<file path="src/sv/rfp_pkg.sv">
// ----------------------------------------------------------------------------
// Reply frame parser package
// Shared beat types, frame codes and reset constants of the parser.
// ----------------------------------------------------------------------------
`default_nettype none

package rfp_pkg;

  localparam int unsigned LimitWidth = 20;
  localparam int unsigned TickWidth  = LimitWidth + 1;

  localparam logic [LimitWidth-1:0] TimeoutLimitReset = 20'd100000;
  localparam logic [7:0]            SeqWrap           = 8'd255;
  localparam logic [2:0]            EncLastIdx        = 3'd7;

  typedef enum logic [1:0] {
    FrameIdle  = 2'd0,
    FrameSpeed = 2'd1,
    FrameDock  = 2'd2,
    FrameEnc   = 2'd3
  } frame_e;

  typedef enum logic [1:0] {
    ReplySpeed = 2'd0,
    ReplyDock  = 2'd1,
    ReplyEnc   = 2'd2
  } reply_e;

  typedef struct packed {
    logic       is_timeout;
    logic [7:0] rx_byte;
  } in_beat_t;

  typedef struct packed {
    logic [1:0]         reply_kind;
    logic [7:0]         status_byte;
    logic signed [31:0] left_count;
    logic signed [31:0] right_count;
    logic [7:0]         sequence_res;
  } out_beat_t;

endpackage

`default_nettype wire

</file>
<file path="src/sv/rfp_in_stage.sv">
// ----------------------------------------------------------------------------
// Reply frame parser input stage
// Registers one input beat and releases it when the parser advances.
// ----------------------------------------------------------------------------
`default_nettype none

module rfp_in_stage (
  input  wire logic              clk_i,
  input  wire logic              rst_ni,
  input  wire logic              in_valid_i,
  output logic                   in_stall_o,
  input  wire rfp_pkg::in_beat_t in_data_i,
  input  wire logic              advance_i,
  output logic                   item_valid_o,
  output rfp_pkg::in_beat_t      item_o
);

  logic              valid_q;
  rfp_pkg::in_beat_t data_q;
  logic              load;

  assign in_stall_o   = valid_q && !advance_i;
  assign load         = in_valid_i && !in_stall_o;
  assign item_valid_o = valid_q && advance_i;
  assign item_o       = data_q;

  always_ff @(posedge clk_i or negedge rst_ni) begin
    if (!rst_ni) begin
      valid_q <= 1'b0;
    end else if (!valid_q || advance_i) begin
      valid_q <= in_valid_i;
    end
  end

  always_ff @(posedge clk_i) begin
    if (load) begin
      data_q <= in_data_i;
    end
  end

endmodule

`default_nettype wire

</file>
<file path="src/sv/rfp_parse.sv">
// ----------------------------------------------------------------------------
// Reply frame parser core
// Holds the frame state, timeout counter and sequence number, and forms a
// result beat when a frame completes.
// ----------------------------------------------------------------------------
`default_nettype none

module rfp_parse (
  input  wire logic                             clk_i,
  input  wire logic                             rst_ni,
  input  wire logic                             cfg_we_i,
  input  wire logic [rfp_pkg::LimitWidth-1:0]   cfg_data_i,
  input  wire logic                             item_valid_i,
  input  wire rfp_pkg::in_beat_t                item_i,
  output logic                                  res_valid_o,
  output rfp_pkg::out_beat_t                    res_o
);

  logic [rfp_pkg::LimitWidth-1:0] limit_q;
  rfp_pkg::frame_e                frame_q, frame_d;
  logic [2:0]                     cnt_q, cnt_d;
  logic [rfp_pkg::TickWidth-1:0]  ticks_q, ticks_d, ticks_inc;
  logic [rfp_pkg::TickWidth-1:0]  limit_ext;
  logic [7:0]                     seq_q, seq_d, seq_next;
  logic [55:0]                    shift_q;
  logic                           shift_en;

  assign limit_ext = {1'b0, limit_q};
  assign ticks_inc = (ticks_q <= limit_ext) ? ticks_q + 1'b1 : ticks_q;
  assign seq_next  = (seq_q == rfp_pkg::SeqWrap - 8'd1) ? 8'd0 : seq_q + 8'd1;

  always_comb begin
    frame_d     = frame_q;
    cnt_d       = cnt_q;
    ticks_d     = ticks_q;
    seq_d       = seq_q;
    shift_en    = 1'b0;
    res_valid_o = 1'b0;
    res_o       = '0;
    if (item_valid_i) begin
      if (item_i.is_timeout) begin
        ticks_d = ticks_inc;
        if (ticks_inc > limit_ext) begin
          frame_d = rfp_pkg::FrameIdle;
          cnt_d   = '0;
        end
      end else begin
        ticks_d = '0;
        case (frame_q)
          rfp_pkg::FrameIdle: begin
            if (item_i.rx_byte inside {[8'd1:8'd3]}) begin
              frame_d = rfp_pkg::frame_e'(item_i.rx_byte[1:0]);
              cnt_d   = '0;
            end
          end
          rfp_pkg::FrameSpeed, rfp_pkg::FrameDock: begin
            res_valid_o        = 1'b1;
            res_o.reply_kind   = (frame_q == rfp_pkg::FrameSpeed) ?
                                 rfp_pkg::ReplySpeed : rfp_pkg::ReplyDock;
            res_o.status_byte  = item_i.rx_byte;
            res_o.sequence_res = seq_next;
            seq_d              = seq_next;
            frame_d            = rfp_pkg::FrameIdle;
            cnt_d              = '0;
          end
          rfp_pkg::FrameEnc: begin
            shift_en = 1'b1;
            cnt_d    = cnt_q + 3'd1;
            if (cnt_q == rfp_pkg::EncLastIdx) begin
              res_valid_o        = 1'b1;
              res_o.reply_kind   = rfp_pkg::ReplyEnc;
              res_o.left_count   = shift_q[55:24];
              res_o.right_count  = {shift_q[23:0], item_i.rx_byte};
              res_o.sequence_res = seq_next;
              seq_d              = seq_next;
              frame_d            = rfp_pkg::FrameIdle;
              cnt_d              = '0;
            end
          end
          default: begin
            frame_d = rfp_pkg::FrameIdle;
          end
        endcase
      end
    end
  end

  always_ff @(posedge clk_i or negedge rst_ni) begin
    if (!rst_ni) begin
      limit_q <= rfp_pkg::TimeoutLimitReset;
      frame_q <= rfp_pkg::FrameIdle;
      cnt_q   <= '0;
      ticks_q <= '0;
      seq_q   <= '0;
    end else begin
      if (cfg_we_i) begin
        limit_q <= cfg_data_i;
      end
      frame_q <= frame_d;
      cnt_q   <= cnt_d;
      ticks_q <= ticks_d;
      seq_q   <= seq_d;
    end
  end

  always_ff @(posedge clk_i) begin
    if (shift_en) begin
      shift_q <= {shift_q[47:0], item_i.rx_byte};
    end
  end

endmodule

`default_nettype wire

</file>
<file path="src/sv/rfp_out_stage.sv">
// ----------------------------------------------------------------------------
// Reply frame parser output stage
// Holds a finished result beat until the receiver takes it.
// ----------------------------------------------------------------------------
`default_nettype none

module rfp_out_stage (
  input  wire logic               clk_i,
  input  wire logic               rst_ni,
  input  wire logic               res_valid_i,
  input  wire rfp_pkg::out_beat_t res_i,
  output logic                    advance_o,
  output logic                    out_valid_o,
  input  wire logic               out_stall_i,
  output rfp_pkg::out_beat_t      out_data_o
);

  logic               valid_q;
  rfp_pkg::out_beat_t data_q;

  assign advance_o   = !valid_q || !out_stall_i;
  assign out_valid_o = valid_q;
  assign out_data_o  = data_q;

  always_ff @(posedge clk_i or negedge rst_ni) begin
    if (!rst_ni) begin
      valid_q <= 1'b0;
    end else if (advance_o) begin
      valid_q <= res_valid_i;
    end
  end

  always_ff @(posedge clk_i) begin
    if (advance_o && res_valid_i) begin
      data_q <= res_i;
    end
  end

endmodule

`default_nettype wire

</file>
<file path="src/sv/reply_frame_parser.sv">
// ----------------------------------------------------------------------------
// Reply frame parser
// A beat is held in the input register, passes through the parser state update
// and its result is loaded into the result register, from which it is taken.
// Throughput: one byte or timeout beat per cycle, set by the single state
// update between the input register and the result register; a result held
// by an output stall also holds the input.
// Reset: parser idle, timeout count and sequence cleared, limit 100000.
// ----------------------------------------------------------------------------
`default_nettype none

module reply_frame_parser (
  input  wire logic                           clk_i,
  input  wire logic                           rst_ni,
  input  wire logic                           cfg_we_i,
  input  wire logic [rfp_pkg::LimitWidth-1:0] cfg_data_i,
  input  wire logic                           in_valid_i,
  output logic                                in_stall_o,
  input  wire rfp_pkg::in_beat_t              in_data_i,
  output logic                                out_valid_o,
  input  wire logic                           out_stall_i,
  output rfp_pkg::out_beat_t                  out_data_o
);

  logic               advance;
  logic               item_valid;
  rfp_pkg::in_beat_t  item;
  logic               res_valid;
  rfp_pkg::out_beat_t res;

  rfp_in_stage u_in (
    .clk_i        (clk_i),
    .rst_ni       (rst_ni),
    .in_valid_i   (in_valid_i),
    .in_stall_o   (in_stall_o),
    .in_data_i    (in_data_i),
    .advance_i    (advance),
    .item_valid_o (item_valid),
    .item_o       (item)
  );

  rfp_parse u_parse (
    .clk_i        (clk_i),
    .rst_ni       (rst_ni),
    .cfg_we_i     (cfg_we_i),
    .cfg_data_i   (cfg_data_i),
    .item_valid_i (item_valid),
    .item_i       (item),
    .res_valid_o  (res_valid),
    .res_o        (res)
  );

  rfp_out_stage u_out (
    .clk_i       (clk_i),
    .rst_ni      (rst_ni),
    .res_valid_i (res_valid),
    .res_i       (res),
    .advance_o   (advance),
    .out_valid_o (out_valid_o),
    .out_stall_i (out_stall_i),
    .out_data_o  (out_data_o)
  );

endmodule

`default_nettype wire

</file>
<file path="config.mk">
export PLATFORM = sky130hd
export DESIGN_NAME = reply_frame_parser
export DESIGN_NICKNAME = d
export VERILOG_FILES = /design/src/sv/rfp_pkg.sv /design/src/sv/rfp_in_stage.sv /design/src/sv/rfp_parse.sv /design/src/sv/rfp_out_stage.sv /design/src/sv/reply_frame_parser.sv
export SDC_FILE = /design/constraint.sdc
export NUM_CORES = 1
export LEC_CHECK = 0
export BUFFER_PORTS_ARGS = -buffer_cell sky130_fd_sc_hd__buf_2
export CORE_MARGIN = 1
export CORE_UTILIZATION = 50
export DETAILED_ROUTE_END_ITERATION = 6
export PLACE_DENSITY = 0.75
export SYNTH_ARGS = -nofsm -noshare
export SYNTH_HDL_FRONTEND = slang
export SYNTH_SLANG_ARGS = --single-unit
</file>
<file path="constraint.sdc">
create_clock -name clk_i -period 4.7 [get_ports clk_i]
set_input_delay 0.47 -clock clk_i [delete_from_list [all_inputs] [get_ports clk_i]]
set_output_delay 0.47 -clock clk_i [all_outputs]
set_load 0.02 [all_outputs]
</file>
* Word-level counts from Yosys, hierarchy flattened *
Cells that the tools add are included.

storage, ports and cells
  output and inout port bits = 84
  register bits after elaboration = 203
  bits in latches = 0
  ROM bits = 0
  memories = 0
  input port bits = 34
  RAM bits = 0

cells by class
  muxes and demuxes = 27
  bitwise operators = 5
  order comparisons = 4
  add/sub/neg operators = 3
  equality and inequality tests = 9
  multipliers = 0
  shift operators = 0
  divide/modulo/power cells = 0
  reductions and logical operators = 21

operators with widths
  kind                                                             number
  2-to-1 mux 21 bit                                                2
  case mux 8 bit (2 select lines)                                  2
  2-to-1 mux 8 bit                                                 3
  adder 21 x 1 -> 21 bit (second input constant)                   1
  > comparator 21 x 20 -> 1 bit                                    1
  less-or-equal comparator 21 x 20 -> 1 bit                        1
  2-to-1 mux 3 bit                                                 4
  2-to-1 mux 2 bit                                                 5
  case mux 3 bit (3 select lines)                                  1
  adder 8 x 1 -> 8 bit (second input constant)                     1
  equality test 8 bit (second input constant)                      1
  >= comparator 8 x 1 -> 1 bit (second input constant)             1
  less-or-equal comparator 8 x 2 -> 1 bit (second input constant)  1
  AND reduction 4 bit                                              2
  2-to-1 mux 1 bit                                                 7
  != test 3 x 2 -> 1 bit (second input constant)                   2
  case mux 2 bit (3 select lines)                                  1
  logical AND 1 bit                                                5
  logical NOT 1 bit                                                5
  inverter 1 bit                                                   5
  equality test 2 bit (second input constant)                      2
  != test 2 x 1 -> 1 bit (second input constant)                   2
  case mux 2 bit (2 select lines)                                  1
  OR reduction 2 bit                                               2
  other kinds (10)                                                 11

* Longest topological paths before layout *
  depth after elaboration = 6
  mapped depth = 19
  gate-level depth less buffers = 17

* Modules after synthesis *
A second synthesis with hierarchy kept.

second synthesis, totals
  cells, all modules = 767
  area total of the unflattened synthesis = 9,471.6 µm²

by module, submodules not included
  module         sequential area each (µm²)  times used  area each (µm²)  cells an instance
  rfp_parse      3,040.4                     1           6,627.6          666
  rfp_out_stage  2,487.4                     1           2,509.9          86
  rfp_in_stage   295.3                       1           334.1            15

* Worst setup path after synthesis *
Ideal clock, no wire load.

  path kind = register -> register
  from = reg u_parse.ticks_q[18] (netlist name)
  to = reg u_parse.frame_q[1]
  cell stages (with the launch flop) = 17
  buffers on the path = 1
  slack = 921 ps
  data arrival time = 3,692 ps
  library setup time = 87 ps
  path through = dfrtp_1 > ha_1 > nand4b_4 > or3_4 > nor4_4 > a211oi_2 > o21ai_2 > buf_2 > nor2_1 > xor2_1 > ha_1 > nand4_1 > nor4_1 > a31oi_1 > o22ai_1 > o21ai_1 > o211ai_1

on the way
  word-level cells in the longest chain between the ends = 5

RTL lines
  what                                                                                        line              source
  start: declaration                                                                          rfp_parse.sv:22   logic [rfp_pkg::TickWidth-1:0] ticks_q, ticks_d, ticks_inc;
  start signal: assignment                                                                    rfp_parse.sv:101  ticks_q <= ticks_d;
  adder 21 x 1 -> 21 bit / less-or-equal comparator 21 x 20 -> 1 bit (equally long branches)  rfp_parse.sv:29   assign ticks_inc = (ticks_q <= limit_ext) ? ticks_q + 1'b1 : ticks_q;
  2-to-1 mux 21 bit *                                                                         rfp_parse.sv:29
  > comparator 21 x 20 -> 1 bit *                                                             rfp_parse.sv:43   if (ticks_inc > limit_ext) begin
  != test 2 x 1 -> 1 bit (no source line) *                                                   -
  AND reduction 4 bit (no source line) *                                                      -
  end signal: assignment                                                                      rfp_parse.sv:91   frame_q <= rfp_pkg::FrameIdle;
  end signal: assignment                                                                      rfp_parse.sv:99   frame_q <= frame_d;
  end: declaration                                                                            rfp_parse.sv:20   rfp_pkg::frame_e frame_q, frame_d;

Every way passes the cells marked *; elsewhere a longest branch is shown, timed or not.
A chain may end at the register's enable or synchronous reset.

* Worst setup path after layout *
Ends and elaborated chain as after synthesis.

==> flow_results.org <==
** Place
- Input and output buffers added on the ports amount to 117.
- At the end of routability-driven placement, the weighted congestion stood at 0.883.
- Post-DP HPWL :: 12.3 mm

** Setup path
- Cells along the critical path :: ha_1, nand4b_4, or3_4, nor4_4, a211oi_2, o21ai_4, nor2_1, xor2_1, ha_1, nand4_1, nor4_1, a31oi_1, o22ai_1, o21ai_1, o211ai_1
- In this run the worst path has a maximum fanout of 14.
- At the worst endpoint, the required time is 5.12 ns.
- Cell occurring most often along the worst timing path :: ha_1
- Data arrives at the worst endpoint at 4.70 ns.
- CP max-delay cell :: dfrtp_1
- The worst setup path is launched from a flip-flop.
- The worst setup path is of the flip-flop to flip-flop kind.
- Kind of cell adding the most delay to the critical path :: simple AND/OR/NAND/NOR gates
- The number of buffers and inverters on the critical path is 0.
- CP endpoint kind :: flip-flop
- Slowest Stage Delay on Critical Path :: 0.46 ns

** STA
- Worst-case headroom to the max-slew limit :: 0.501
- At the pin with the least slew margin, the transition time is 0.747 ns.
- Between clock sinks in the finished design, the worst skew comes to 0.0109 ns.
- Setup repair after global routing missed its margin :: no
- The final count of pins violating max slew came to 0.
- Post-Route Hold Slack :: 0.0969 ns
- Final clock period utilization by the worst path :: 0.911
- Timing would allow up to 233 MHz.
- Setup violations remaining at the end of the flow were counted as 0.
- Final setup TNS :: 0 ns
- After layout, the minimum clock period comes to 4.28 ns.
- Hold Violations, Final :: 0

** Synthesis
- In this run the mean area of a mapped cell was 12.6 um2.
- Biggest area contributors in the synthesized netlist :: edfxtp_1, dfrtp_1, ha_1
- Portion of synthesized cell area occupied by the leading cell type :: 0.486
- The biggest area contributor in the post-synthesis netlist is edfxtp_1.
- Commonest register cell after synthesis :: edfxtp_1
- Mapped Cells :: 718
- In this run, synthesis inferred 147 flip-flops with an integrated enable.
- The synthesized netlist contains 58 unique library cells.
- The area fraction in compound gates after synthesis came to 0.0904.
- Of the total synthesized cell area, the portion taken by AND, OR, NAND and NOR gates is 0.150.
- Most instantiated library cell after synthesis :: edfxtp_1
- Seq/Total Area, Yosys :: 0.641
- Counting flops with an async set or reset pin after synthesis yields a share of 0.276.
- Ranked by instance count, the synthesized netlist is headed by edfxtp_1, and2_1, nand2_1.
- Synthesized-area fraction occupied by xor and xnor cells :: 0.0222
- Main combinational cell family by area after synthesis :: simple AND/OR/NAND/NOR gates
- In this run, synthesis produced a sequential element count of 203.
- The synthesized netlist occupies a cell area of 0.00908 mm2.
- Yosys printed 0 warnings.
- Nets in the synthesized netlist :: 801
- After synthesis, the share of cell area in mux cells is 0.00124.
- Of the total synthesized cell area, the portion taken by full adders, half adders and majority gates is 0.0675.

** Detailed routing
- The first detailed-routing pass ran for 5 iterations.
- After detailed routing, the number of remaining DRC violations is 0.
- Detailed-route wire length :: 17.9 mm
- The detailed router finished its first iteration with 375 violations.
- Average via count per standard cell :: 5.35
- Count of antenna-violating nets left after detailed routing :: 0
- Average wire length per cell after detail routing :: 16.5 um
- Via Count :: 5812

** Floorplanning
- The die covers 0.0187 mm2.
- Measured along the y axis, the die boundary spans 137 um.
- 118 I/O pins were placed.
- Initial Util :: 0.518
- The core region is 0.0175 mm2.
- Die outline width :: 137 um
- # rows :: 48

** Hold path
- Type of the tightest min-delay check :: input pin to async pin

** Clock network
- Number of clock buffers inserted by TritonCTS :: 22
- For this design, the sink count on the clock tree is 203.
- In this run the number of H-tree levels came out at 1.
- In this run the deepest clock path goes through 3 buffers.
- Root cell of the clock tree :: clkbuf_16
- Number of buffers inserted for hold repair after clock tree synthesis :: 0
- After clock tree synthesis, the clock-pin slew on the worst setup and hold paths is 0.06 ns.
- TritonCTS built the clock tree.
- The clock reaches the later pin of the worst-skew pair after 0.51 ns.

** Pwr
- Summing internal, switching and leakage power gives 5460 uW.
- Worst ir drop on vdd :: 338 uV
- P per Cell Area :: 513 mW/mm2
- Pleak :: 0.00435 uW

** Final layout
- Layout cells sized above 1 :: 0.207
- Area grow syn2layout :: 17.2%
- Final layout net count :: 926

** Run status
- The run finished with clean final reports.

** Global route
- Wire length of the first global-routing pass :: 28.1 mm
- Entering global routing, the biggest net connects 65 pins.
- The via count of the first global-routing pass came to 5492.
- The number of antenna violations at the first check in global routing was 1.
- Total track usage :: 0.193
- Summed over all layers, the global routing overflow is 0.

** Flow run
- Across the run, the number of max-cap violations was 0.
## flip-flops by register name, summed over array words and instances, names as in the netlist
name,flops
u_out.out_data_o,82
u_parse.shift_q,56
u_parse.ticks_q,21
u_parse.limit_q,20
u_in.item_o,9
u_parse.seq_q,8
u_parse.cnt_q,3
u_parse.frame_q,2
u_in.valid_q,1
u_out.out_valid_o,1
## placed cells by master, fill, tap and decap left out, types with 28 or more instances in the layout
| master | count |
|---|---|
| nor2_1 | 28 |
| ha_1 | 49 |
| inv_1 | 35 |
| o21ai_0 | 41 |
| edfxtp_1 | 147 |
| nand2_1 | 68 |
| and2_1 | 71 |
| buf_2 | 117 |
| dfrtp_1 | 50 |
## stage by stage
step / util / cell area [um2] / setup WS [ns] / std cells
global placement: 0.567 / 9950 / 0.402 / 1044
finish: 0.607 / 10600 / 0.417 / 1086
floorplan: - / 9080 / 0.921 / 718
global route: 0.607 / 10600 / 0.0345 / 1085
detailed placement: 0.567 / 9950 / 0.252 / 1044
CTS: 0.606 / 10600 / 0.220 / 1084
## where the power goes
part           internal [uW]  leakage (uW)  switching [uW]  total (uW)
clock                    973      0.000329             663        1640
sequential              2320       0.00208             211        2530
combinational            450       0.00195             847        1300
## what timing repair did
item,CTS,global route
gates resized for setup,0,2
setup endpoints to repair,0,5
setup buffers,0,0
## path summary, 6_finish.rpt
| kind | startpoint | slack, ns | endpoint | depth (start not counted) |
|---|---|---|---|---|
| min in group clk_i | in_data_i[2] | 0.14 | u_in.item_o[2] | 1 |
| min reg2reg | u_parse.shift_q[0] | 0.44 | u_parse.shift_q[8] | 0 |
| max in group asynchronous | rst_ni | 4.08 | u_parse.limit_q[4] | 2 |
| max | u_parse.ticks_q[18] | 0.42 | u_parse.frame_q[1] | 15 |
| min | rst_ni | 0.1 | u_parse.ticks_q[19] | 2 |
| max reg2reg | u_parse.ticks_q[18] | 0.42 | u_parse.frame_q[1] | 15 |
## area by class of cell
cell class / instances / area [um2]
sequential: 203 / 5820
clock buffer: 29 / 577
inverter: 36 / 136
fill: 1389 / 6890
antenna: 2 / 5.00
timing repair buffer: 129 / 688
tap: 225 / 282
clock inverter: 11 / 108
multi-input combinational: 451 / 3030
## kinds of logic (layout without fill, tap and decap cells)
family	Yosys count	count (layout)
flip-flops	203	203
AND/OR/NAND/NOR	251	251
AO/OA/AOI/OAI	127	127
XOR/XNOR	23	23
other	0	2
buffers and inverters	64	205
multiplexers	1	1
adder cells (fa/ha/maj)	49	49
## metal layers
| metal | GRT usage | wire (um) | up-vias | part of all wire |
|---|---|---|---|---|
| met1 | 0.269 | 8190 | 2784 | 0.46 |
| met5 | 0 | 0 | - | 0 |
| li1 | - | - | 2860 | - |
| met4 | 0.0659 | 396 | 0 | 0.022 |
| met2 | 0.314 | 8330 | 141 | 0.47 |
| met3 | 0.0252 | 957 | 27 | 0.054 |
Note: power is estimated with default switching activity, not from simulation.
